--- src/rtl/core/rv32i_instruction_step_assert.svh ---
// Assertion macros for the core RTL.
// Depends on a clock named i_clk and an active-low reset named i_rst_n in the using scope.
`ifndef RV32I_INSTRUCTION_STEP_ASSERT_SVH
`define RV32I_INSTRUCTION_STEP_ASSERT_SVH

// Same-cycle implication, checked outside reset.
`define RVS_ASSERT_NOW(label, ante, cons) \
    label: assert property (@(posedge i_clk) disable iff (!i_rst_n) (ante) |-> (cons)) \
        else $error("rvs assertion failed");

// Next-cycle implication, checked outside reset.
`define RVS_ASSERT_NEXT(label, ante, cons) \
    label: assert property (@(posedge i_clk) disable iff (!i_rst_n) (ante) |=> (cons)) \
        else $error("rvs assertion failed");

`endif

--- src/rtl/core/rvs_pkg.sv ---
// Shared types, codes and the ALU function of the RV32I step core.
// No dependencies.
package rvs_pkg;

    localparam int unsigned MEM_BYTES_DEF = 4096;
    localparam int unsigned Q_DEPTH       = 2;

    typedef enum logic [1:0] {
        OP_WRITE_MEM = 2'd0,
        OP_STEP      = 2'd1,
        OP_READ_REG  = 2'd2,
        OP_SET_PC    = 2'd3
    } t_op;

    typedef struct packed {
        t_op         op;
        logic [11:0] address;
        logic [31:0] data;
    } t_item;

    typedef enum logic [2:0] {
        TRAP_NONE       = 3'd0,
        TRAP_ILLEGAL    = 3'd1,
        TRAP_MISALIGNED = 3'd2,
        TRAP_ECALL      = 3'd3,
        TRAP_EBREAK     = 3'd4
    } t_trap;

    typedef enum logic [2:0] {
        ST_IDLE,
        ST_REG,
        ST_FETCH,
        ST_EXEC,
        ST_LOAD
    } t_state;

    localparam logic [6:0] OPC_LUI    = 7'h37;
    localparam logic [6:0] OPC_AUIPC  = 7'h17;
    localparam logic [6:0] OPC_JAL    = 7'h6F;
    localparam logic [6:0] OPC_JALR   = 7'h67;
    localparam logic [6:0] OPC_BRANCH = 7'h63;
    localparam logic [6:0] OPC_LOAD   = 7'h03;
    localparam logic [6:0] OPC_STORE  = 7'h23;
    localparam logic [6:0] OPC_OPIMM  = 7'h13;
    localparam logic [6:0] OPC_OP     = 7'h33;
    localparam logic [6:0] OPC_SYSTEM = 7'h73;

    localparam logic [31:0] INS_ECALL  = 32'h0000_0073;
    localparam logic [31:0] INS_EBREAK = 32'h0010_0073;
    localparam logic [6:0]  F7_ALT     = 7'h20;

    localparam logic [2:0] F3_ADD  = 3'd0;
    localparam logic [2:0] F3_SLL  = 3'd1;
    localparam logic [2:0] F3_SLT  = 3'd2;
    localparam logic [2:0] F3_SLTU = 3'd3;
    localparam logic [2:0] F3_XOR  = 3'd4;
    localparam logic [2:0] F3_SR   = 3'd5;
    localparam logic [2:0] F3_OR   = 3'd6;
    localparam logic [2:0] F3_AND  = 3'd7;

    function automatic logic [31:0] alu(input logic [2:0] f3, input logic alt,
                                        input logic [31:0] a, input logic [31:0] b);
        logic [31:0] r;
        case (f3)
            F3_ADD:  r = alt ? (a - b) : (a + b);
            F3_SLL:  r = a << b[4:0];
            F3_SLT:  r = {31'd0, $signed(a) < $signed(b)};
            F3_SLTU: r = {31'd0, a < b};
            F3_XOR:  r = a ^ b;
            F3_SR:   r = alt ? 32'($signed(a) >>> b[4:0]) : (a >> b[4:0]);
            F3_OR:   r = a | b;
            default: r = a & b;
        endcase
        return r;
    endfunction

endpackage

--- src/rtl/core/rvs_front.sv ---
// Front end: accepts request transactions, classifies the mode and queues them.
// Depends on rvs_pkg.
module rvs_front
    import rvs_pkg::*;
(
    input  logic        i_clk,
    input  logic        i_rst_n,
    input  logic        i_valid,
    output logic        o_ready,
    input  logic [1:0]  i_mode,
    input  logic [11:0] i_address,
    input  logic [31:0] i_data,
    output logic        o_valid,
    input  logic        i_ready,
    output t_item       o_item
);

    localparam int unsigned PW = $clog2(Q_DEPTH);

    t_item            r_q [Q_DEPTH];
    logic [PW-1:0]    r_wptr, r_rptr;
    logic [PW:0]      r_cnt;
    t_item            w_item;
    logic             w_push, w_pop;

    always_comb begin
        w_item.address = i_address;
        w_item.data    = i_data;
        unique case (i_mode)
            2'd0:    w_item.op = OP_WRITE_MEM;
            2'd1:    w_item.op = OP_STEP;
            2'd2:    w_item.op = OP_READ_REG;
            default: w_item.op = OP_SET_PC;
        endcase
    end

    assign o_ready = (r_cnt != (PW+1)'(Q_DEPTH));
    assign o_valid = (r_cnt != '0);
    assign o_item  = r_q[r_rptr];
    assign w_push  = i_valid & o_ready;
    assign w_pop   = o_valid & i_ready;

    always_ff @(posedge i_clk) begin
        if (w_push) begin
            r_q[r_wptr] <= w_item;
        end
    end

    always_ff @(posedge i_clk) begin
        if (!i_rst_n) begin
            r_wptr <= '0;
            r_rptr <= '0;
            r_cnt  <= '0;
        end else begin
            if (w_push) begin
                r_wptr <= r_wptr + 1'b1;
            end
            if (w_pop) begin
                r_rptr <= r_rptr + 1'b1;
            end
            r_cnt <= r_cnt + (PW+1)'(w_push) - (PW+1)'(w_pop);
        end
    end

endmodule

--- config.mk ---
export PLATFORM = sky130hd
export DESIGN_NAME = rvs_front
export DESIGN_NICKNAME = d
export VERILOG_FILES = /design/src/rtl/core/rv32i_instruction_step_assert.svh /design/src/rtl/core/rvs_pkg.sv /design/src/rtl/core/rvs_front.sv
export SDC_FILE = /design/constraint.sdc
export NUM_CORES = 1
export LEC_CHECK = 0
export CORE_ASPECT_RATIO = 0.6
export CORE_MARGIN = 2
export CORE_UTILIZATION = 45
export DETAILED_ROUTE_END_ITERATION = 10
export DONT_BUFFER_PORTS = 1
export PLACE_DENSITY_LB_ADDON = 0.2
export SLEW_MARGIN = 20
export SYNTH_ARGS = -nofsm -noshare
export SYNTH_HDL_FRONTEND = slang
export SYNTH_SLANG_ARGS = --single-unit
--- constraint.sdc ---
create_clock -name i_clk -period 2.7 [get_ports i_clk]
set_input_delay 0.81 -clock i_clk [delete_from_list [all_inputs] [get_ports i_clk]]
set_output_delay 0.81 -clock i_clk [all_outputs]
set_load 0.005 [all_outputs]
Yosys cells after proc, flatten, opt, wreduce, memory -nomap -nowiden:

Memories as Yosys holds them, arrays and structs flattened. A register that Yosys moved wholly into a read port is not among the register bits.
Index checks and enable logic that the tools add are counted.

* output and inout bits: 48
* word-level logic and storage cells: 20
* register bits: 4
* memories kept: 1
* bits in latches: 0
* ROM bits: 0
* memory bits (writable): 92

Memories
* r_q: words 2, bits a word 46, rd ports 1, clocked after memory_dff 1, wr ports 1, RTL line rvs_front.sv:20 `t_item r_q [Q_DEPTH];`

* bitwise logic cells: 2
* $lt $le $gt $ge: 0
* multiply operators: 0
* shift-type cells: 0
* mux-type cells: 5
* equality and inequality tests: 3
* add/sub/neg operators: 4
* divide/modulo/power cells: 0
* reduce and logical (&&, ||, !) cells: 2

Operators by type and width (number)
* $pmux 2 s3: 1
* $mux 1: 4
* $add 1x1->1 const B: 2
* $add 2x1->2: 1
* $and 1x1->1: 2
* $eq 2x1->1 const B: 1
* $eq 2x2->1 const B: 1
* $logic_not 2->1: 1
* $ne 2x2->1 const B: 1
* $reduce_bool 2->1: 1
* $sub 2x1->2: 1

Logic depth before layout (Yosys ltp):

Gate-level depths: netlist of the first run.

* word-level depth: 4
* gate-level depth with buffers: 6
* mapped depth without buffers: 6

Worst setup path before layout of the first run:

Ideal clock, no wire load.

* path kind: input to register
* from: input port i_valid
* to: memory r_q[1][0] (netlist bit) (enable)
* data required time: 2292 ps
* arrival time: 1959 ps
* path slack: 333 ps
* stages on the path: 1
* cells stage by stage: and3_1

* longest elaborated chain between the ends: 3

Ends and longest elaborated chain
* from (decl): RTL line rvs_front.sv:8 `input logic i_valid,`
* $and 1x1->1: RTL line rvs_front.sv:40 `assign w_push = i_valid & o_ready;`
* $mux 1: RTL line rvs_front.sv:44 `if (w_push) begin`
* $mux 1 (not written as such): RTL line rvs_front.sv:45 `r_q[r_wptr] <= w_item;`
* to (decl): RTL line rvs_front.sv:20

Every way passes these cells.

==> impl_metrics.csv, run 1 <==
group,metric,value,unit
routing,drc,0,
timing,worst_pin_slew,0.440,ns
global_routing,antenna_found_initial,0,
synthesis,ys_seq_elements,97,
synthesis,yosysWarnings,0,
finish,nNetsFinal,233,
setup_path,rr_worst_depth,3,
setup_path,cpPeakStageDelay,0.41,ns
synthesis,yosys.cell_types.count,25,
cts,cts.sinks,97,
synthesis,syn_inst,174,
floorplan,core_area,7820,um2
synthesis,synthTopCellsByCount,"edfxtp_1, mux2_2, dfxtp_1",
job,cap_violations,0,
placed_design,hpwl,3970,um
routing,vias,1524,
routing,ant_nets,0,
timing,setup_violations,0,
placed_design,io_buffers,0,
cts,cts_buffers,9,
cts,htreeDepth,3,
setup_path,critPathKind,"flip-flop to output port",
floorplan,die_area,8760,um2
global_routing,grt_first_pass_wirelength,8890,um
cts,cts_tree,"built",
cts,postCtsSetupBuffers,0,
timing,finalCriticalPeriod,2.24,ns
synthesis,syn-cell-area,3600,um2
floorplan,chipWidth,120,um
finish,syn2layout_area_growth,12.2,%
routing,drt_pass1_iterations,4,
timing,fmax,0.446,GHz
power_and_ir_drop,power.density,913,nW/um2
synthesis,yosysSeqAreaShare,79.4,%
floorplan,dieHeight,73.3,um
cts,cts-root-buf,"clkbuf_16",
setup_path,worstPathMaxFanout,28,
setup_path,cp.required,1.89,ns
synthesis,synth_ff_type,"edfxtp_1",
routing,drt_wl_total,5850,um
synthesis,yosysTopAreaCell,"edfxtp_1",
timing,final_hold_viol_count,0,
synthesis,synth_edf_count,92,
synthesis,synthesis.nets,225,
power_and_ir_drop,ir_drop,0.457,mV
timing,final.setup.tns,0,ns
setup_path,setup.worst_path.start_class,"flip-flop",
setup_path,crit_family,"multiplexers",
timing,fin_ws,0.458,ns
timing,clock_skew,0.00448,ns
timing,period_share,83.0,%
cts,cts_resized,0,
cts,hold_buffers,0,
global_routing,grt_pass1_vias,1680,
synthesis,synth_top_area_share,76.7,%
global_routing,overflow,0,
cts,path_clk_slew,0.06,ns
floorplan,fp-row-count,25,
setup_path,worst_setup_path_end_kind,"output port",
floorplan,start_util,46.1,%
timing,rsz0062_at_grt,"no",
synthesis,yosysMostFrequentCell,"edfxtp_1",
timing,slew_headroom,70.7,%
setup_path,cp.buffers_inverters,1,
finish,layout-drive-gt1-share,35.3,%
synthesis,avgSynthCellArea,20.7,um2
synthesis,synth_area_leaders,"edfxtp_1, mux2_2, dfxtp_1, buf_6, a21bo_1",
routing,drt_iter0_drc,105,
finish,final_util,51.7,%
setup_path,cp_cell_sequence,"buf_4 > mux2_2",
global_routing,grt_max_degree,31,
timing,slew_viol_final,0,
floorplan,ios,98,
global_routing,grt_usage,14.1,%
power_and_ir_drop,p_total,3.69,mW
setup_path,path_depth,2,
cts,clock_latency,0.32,ns
run_status,outcome,"completed",
cts,ctsLongestPathBuffers,2,
worst_hold_path,whs_path_depth,0,
synthesis,async_flop_share,0,%
finish,diodes,0,
routing,wl_per_cell,19.8,um
power_and_ir_drop,leakage,1.32,nW
placed_design,gp_congestion,0.618,
setup_path,crit_arrival,1.43,ns
placed_design,dpl_worst_slack,0.795,ns
setup_path,critPathSlowestCell,"mux2_2",
timing,fin_hold_ws,0.577,ns
worst_hold_path,holdCritPathClass,"input pin to flip-flop",
routing,via_per_inst,5.17,
-- layout make-up --
| type | count | area (um2) |
|---|---|---|
| fillers | 636 | 3780 |
| flip-flops and latches | 97 | 2860 |
| multi-input cells | 69 | 678 |
| clock buffers | 13 | 240 |
| well taps | 108 | 135 |
| clock inverters | 3 | 65.1 |
| repair buffers | 4 | 55.1 |
| inverters | 1 | 3.75 |
-- worst register-to-register path, stage by stage, from the launching register on --
cell and delay [ns]:
dfxtp_1 0.47, nand2b_1 0.25, and3_2 0.50, buf_12 0.26
-- sequential cells by signal, indices dropped and copies added (netlist names), named ones only --
name,flops
r_cnt,2
r_q,92
r_rptr,1
r_wptr,1
-- power breakdown --
| part | switching, mW | total [mW] | internal [mW] |
|---|---|---|---|
| sequential | 0.0542 | 1.89 | 1.83 |
| combinational | 0.285 | 0.540 | 0.254 |
| clock | 0.453 | 1.26 | 0.810 |
-- final timing paths --
path                       startpoint                    to  slack, ns
hold / removal             i_data[21]  r_q[1][21]$_DFFE_PP_       0.58
setup / recovery            flip-flop            o_item[25]       0.46
hold reg to reg   r_wptr$_SDFFE_PN0P_   r_wptr$_SDFFE_PN0P_       0.58
setup reg to reg  r_cnt[0]$_SDFF_PN0_  r_q[1][18]$_DFFE_PP_       0.89
-- cells in the final DEF, fill, tap and decap left out, types with 2 or more instances in the layout --
cell type / n
a21bo_1: 2
and2_1: 3
buf_12: 2
buf_4: 2
bufinv_16: 2
clkbuf_1: 4
clkbuf_16: 9
dfxtp_1: 4
edfxtp_1: 92
mux2_2: 46
nand2b_1: 2
nor2_1: 2
-- routing by layer --
layer,track usage [%],wire [um],vias to the layer above
met5,0,0,-
met4,6.27,84,0
met3,8.07,625,7
met2,23.4,2960,65
met1,14.9,2180,762
li1,-,-,690
-- cells by family (layout without fill, tap and decap cells) --
| group | Yosys count | after routing | synth area share (%) |
|---|---|---|---|
| xor gates and xnor gates | 1 | 1 | 0.243 |
| adders and majority gates | 1 | 1 | 0.347 |
| AOI/OAI and AO/OA | 7 | 7 | 1.49 |
| and+or+nand+nor | 13 | 13 | 2.05 |
| DFF | 97 | 97 | 79.4 |
| muxes | 47 | 47 | 14.7 |
| buffers and inverters | 8 | 21 | 1.77 |
-- per-stage QoR --
stage,cell area [um2],std cells
floorplan,3600,174
global placement,3740,279
detailed placement,3740,279
CTS,4040,295
global route,4040,295
finish,4040,295
Note: power is estimated with default switching activity, not from simulation.
==> inputs of run 2 (changes only) <==
==> constraint.sdc (replaced) <==
create_clock -name i_clk -period 2 [get_ports i_clk]
set_input_delay 0.6 -clock i_clk [delete_from_list [all_inputs] [get_ports i_clk]]
set_output_delay 0.6 -clock i_clk [all_outputs]
set_load 0.005 [all_outputs]
==> impl_metrics.csv, run 2 (synthesis gave the netlist of run 1 again) <==
group,metric,value,unit
cts,hold_buffers,0,
setup_path,critPathKind,"flip-flop to output port",
placed_design,io_buffers,0,
finish,regMostFlops,"r_q",
cts,postCtsSetupBuffers,0,
routing,wl_per_cell,18.2,um
finish,final_area,4000,um2
power_and_ir_drop,ir_drop,0.510,mV
finish,syn2layout_area_growth,10.9,%
setup_path,crit_arrival,1.31,ns
routing,drc,0,
cts,cts-root-buf,"clkbuf_16",
floorplan,chipWidth,120,um
placed_design,hpwl,3700,um
power_and_ir_drop,p_total,4.72,mW
power_and_ir_drop,clkPwrFrac,31.0,%
setup_path,worstPathMaxFanout,27,
timing,setup_violations,0,
timing,fmax,0.525,GHz
cts,htreeDepth,3,
finish,final_common_cell,"edfxtp_1",
cts,ctsLongestPathBuffers,2,
timing,rsz0062_at_grt,"no",
timing,final.setup.tns,0,ns
routing,via_per_inst,5.06,
floorplan,start_util,46.1,%
routing,drt_pass1_iterations,3,
floorplan,ios,98,
cts,clock_latency,0.32,ns
routing,drt_iter0_drc,76,
finish,layout_common_cells,"edfxtp_1, mux2_2, clkbuf_16",
placed_design,dpl_worst_slack,0.338,ns
timing,final_hold_viol_count,0,
power_and_ir_drop,p_sw,1.07,mW
cts,path_clk_slew,0.06,ns
routing,vias,1503,
cts,cts_resized,1,
timing,slew_viol_final,0,
global_routing,grt_usage,13.5,%
routing,wl_met2,2620,um
floorplan,dieHeight,73.3,um
finish,final.fill_count,635,
global_routing,grt_first_pass_wirelength,8440,um
placed_design,dp_cells,281,
placed_design,gp_congestion,0.673,
power_and_ir_drop,sw_frac_of_total,22.8,%
power_and_ir_drop,sequentialPowerShare,53.8,%
timing,slew_headroom,75.1,%
cts,cts.sinks,97,
global_routing,grt_max_degree,28,
timing,period_share,95.3,%
global_routing,overflow,0,
power_and_ir_drop,pwr-share-comb,15.2,%
routing,ant_nets,0,
floorplan,core_area,7820,um2
routing,drt_wl_total,5420,um
power_and_ir_drop,leakage,1.30,nW
global_routing,antenna_found_initial,0,
worst_hold_path,holdCritPathClass,"input pin to flip-flop",
finish,nNetsFinal,235,
cts,cts_tree,"built",
power_and_ir_drop,power.density,1180,nW/um2
finish,reg_top3,"r_q (92), r_cnt (2)",
finish,largest_reg_flops,92,
timing,finalCriticalPeriod,1.91,ns
routing,top_layer,"met4",
finish,layout-drive-gt1-share,37.0,%
run_status,outcome,"completed",
timing,fin_ws,0.0946,ns
finish,diodes,0,
routing,drt-met1-wl,2040,um
setup_path,setup.worst_path.start_class,"flip-flop",
power_and_ir_drop,internal_power,3.65,mW
job,cap_violations,0,
finish,finalNonFillerCells,297,
routing,wl_met3,680,um
global_routing,grt_pass1_vias,1597,
timing,worst_pin_slew,0.373,ns
setup_path,cp.required,1.40,ns
placed_design,placed_cell_area,3730,um2
finish,final_util,51.1,%
cts,cts_buffers,9,
floorplan,die_area,8760,um2
floorplan,fp-row-count,25,
timing,clock_skew,0.00202,ns
setup_path,worst_setup_path_end_kind,"output port",
timing,fin_hold_ws,0.367,ns
-- run 2: worst paths after layout --
path / from / endpoint / slack (ns) / cells past startpoint
max: flip-flop / o_item[0] / 0.09 / 2
min: i_data[18] / r_q[1][18]$_DFFE_PP_ / 0.37 / 0
max reg2reg: r_cnt[0]$_SDFF_PN0_ / r_q[0][6]$_DFFE_PP_ / 0.35 / 4
min reg2reg: r_rptr$_SDFFE_PN0P_ / r_rptr$_SDFFE_PN0P_ / 0.61 / 2
-- run 2: critical path: stages, from the launching register on --
cell and delay [ns]:
dfxtp_2 0.33, buf_6 0.25, mux2_2 0.40
-- run 2: power by group through the flow --
| stage | registers, mW | clock network [mW] | logic, mW |
|---|---|---|---|
| after floorplan | 2.56 | 0 | 0.630 |
| after detailed placement | 2.58 | 0 | 0.731 |
| after global placement | 2.57 | 0 | 0.708 |
| final | 2.54 | 1.46 | 0.715 |
| after CTS | 2.54 | 1.52 | 0.738 |
| after global routing | 2.56 | 1.60 | 0.788 |
-- run 2: per-layer routing --
metal / GRT usage, % / vias to the layer above
met3: 9.08 / 7
met5: 0 / -
met1: 14.3 / 736
met2: 21.3 / 64
met4: 5.88 / 0
li1: - / 696
-- run 2: final cells by class --
cell class / instances / area (um2) / share of cell area [%]
clock buffers: 10 / 229 / 5.73
well taps: 108 / 135 / 3.38
repair buffers: 6 / 48.8 / 1.22
multi-input cells: 69 / 678 / 17.0
inverters: 1 / 7.51 / 0.188
clock inverters: 6 / 35.0 / 0.876
flip-flops and latches: 97 / 2860 / 71.6
==> inputs of run 3 (changes only) <==
--- a/config.mk
+++ b/config.mk
@@ -5,7 +5,6 @@
 export SDC_FILE = /design/constraint.sdc
 export NUM_CORES = 1
 export LEC_CHECK = 0
-export CORE_ASPECT_RATIO = 0.6
 export CORE_MARGIN = 2
 export CORE_UTILIZATION = 45
 export DETAILED_ROUTE_END_ITERATION = 10
==> impl_metrics.csv, run 3 (synthesis gave the netlist of run 1 again) <==
group,metric,value,unit
timing,final_hold_viol_count,0,
finish,final_area,3950,um2
power_and_ir_drop,internal_power,3.53,mW
finish,layout_common_cells,"edfxtp_1, mux2_2, clkbuf_8",
timing,slew_headroom,77.5,%
placed_design,io_buffers,0,
routing,via_per_inst,5.34,
setup_path,worstPathMaxFanout,33,
floorplan,ios,98,
global_routing,antenna_found_initial,0,
floorplan,fp-row-count,32,
power_and_ir_drop,clkPwrFrac,29.0,%
worst_hold_path,holdCritPathClass,"input pin to flip-flop",
finish,regMostFlops,"r_q",
routing,ant_nets,0,
cts,cts-root-buf,"clkbuf_8",
finish,largest_reg_flops,92,
timing,period_share,96.2,%
finish,reg_top3,"r_q (92), r_cnt (2)",
finish,syn2layout_area_growth,9.58,%
power_and_ir_drop,leakage,1.28,nW
setup_path,cp.required,1.40,ns
setup_path,crit_arrival,1.32,ns
cts,clock_latency,0.35,ns
timing,worst_pin_slew,0.338,ns
floorplan,start_util,46.6,%
cts,cts_resized,0,
global_routing,overflow,0,
routing,drc,0,
finish,nNetsFinal,235,
timing,setup_violations,0,
cts,hold_buffers,0,
timing,clock_skew,0.00736,ns
cts,cts_buffers,9,
power_and_ir_drop,sequentialPowerShare,55.1,%
placed_design,placed_cell_area,3730,um2
finish,layout-drive-gt1-share,37.8,%
routing,drt_pass1_iterations,6,
routing,drt_iter0_drc,50,
placed_design,hpwl,3930,um
floorplan,chipWidth,93.5,um
global_routing,grt_first_pass_wirelength,8370,um
timing,finalCriticalPeriod,1.92,ns
setup_path,r2r_slack,0.36,ns
floorplan,dieHeight,93.5,um
timing,fmax,0.520,GHz
power_and_ir_drop,power.density,1170,nW/um2
job,cap_violations,0,
timing,slew_viol_final,0,
power_and_ir_drop,ir_drop,0.553,mV
global_routing,grt_max_degree,34,
cts,htreeDepth,3,
routing,drt_wl_total,5830,um
setup_path,worst_setup_path_end_kind,"output port",
cts,path_clk_slew,0.09,ns
finish,final_common_cell,"edfxtp_1",
global_routing,grt_pass1_vias,1647,
power_and_ir_drop,pwr-share-comb,15.9,%
cts,cts.sinks,97,
timing,rsz0062_at_grt,"no",
routing,vias,1549,
run_status,outcome,"completed",
timing,final.setup.tns,0,ns
power_and_ir_drop,sw_frac_of_total,23.6,%
setup_path,setup.worst_path.start_class,"flip-flop",
cts,ctsLongestPathBuffers,2,
cts,cts_tree,"built",
global_routing,grt_usage,13.1,%
setup_path,critPathKind,"flip-flop to output port",
finish,diodes,0,
floorplan,core_area,7730,um2
cts,postCtsSetupBuffers,0,
placed_design,gp_congestion,0.703,
power_and_ir_drop,p_sw,1.09,mW
routing,wl_per_cell,20.1,um
floorplan,die_area,8740,um2
[run 3: changes by cell type in the layout (fill, tap and decap cells not counted), sizes merged]
cell / delta
bufinv: +2
clkbuf: -1
clkinv: -4
inv: +2
[run 3: layout make-up]
type / count / area [um2]
sequential: 97 / 2860
fill: 603 / 3780
timing repair buffer: 6 / 57.6
clock inverter: 6 / 90.1
inverter: 1 / 7.51
multi-input combinational: 69 / 678
tap: 102 / 128
clock buffer: 9 / 124
[run 3: routing by layer]
metal  vias up  global-route usage [%]  routed length [um]
met1       792                    12.8                2100
met2        52                    23.3                3090
li1        696                       -                   -
met4         0                    6.62                 104
met3         9                    5.80                 529
met5         -                       0                   0
[run 3: through the flow]
stage	std cells	util (%)	hold slack (ns)	setup slack, ns	total power [mW]
6_report	290	51.1	0.341	0.0752	4.62
5_1_grt	290	51.1	0.318	0.0118	4.80
4_1_cts	290	51.1	0.321	0.0494	4.67
3_5_place_dp	275	48.3	0.581	0.370	3.34
3_3_place_gp	275	48.3	0.563	0.466	3.30
2_1_floorplan	174	-	0.550	0.213	3.19
[run 3: final timing paths]
| check | cells past startpoint | from | endpoint |
|---|---|---|---|
| worst min register to register | 2 | r_wptr$_SDFFE_PN0P_ | r_wptr$_SDFFE_PN0P_ |
| worst max register to register | 4 | r_cnt[0]$_SDFF_PN0_ | r_q[0][41]$_DFFE_PP_ |
| worst min-delay path | 0 | i_data[14] | r_q[0][14]$_DFFE_PP_ |
| worst max-delay path | 2 | flip-flop | o_item[19] |
[run 3: worst max-delay path, stage by stage (launching register included)]
cell	delay, ns
dfxtp_2	0.36
buf_12	0.22
mux2_2	0.39
[run 3: power groups by stage]
| stage | combinational (mW) | sequential, mW | clock (mW) |
|---|---|---|---|
| CTS | 0.754 | 2.55 | 1.37 |
| global placement | 0.726 | 2.58 | 0 |
| global route | 0.797 | 2.56 | 1.44 |
| finish | 0.737 | 2.54 | 1.34 |
| detailed placement | 0.750 | 2.59 | 0 |
| floorplan | 0.630 | 2.56 | 0 |
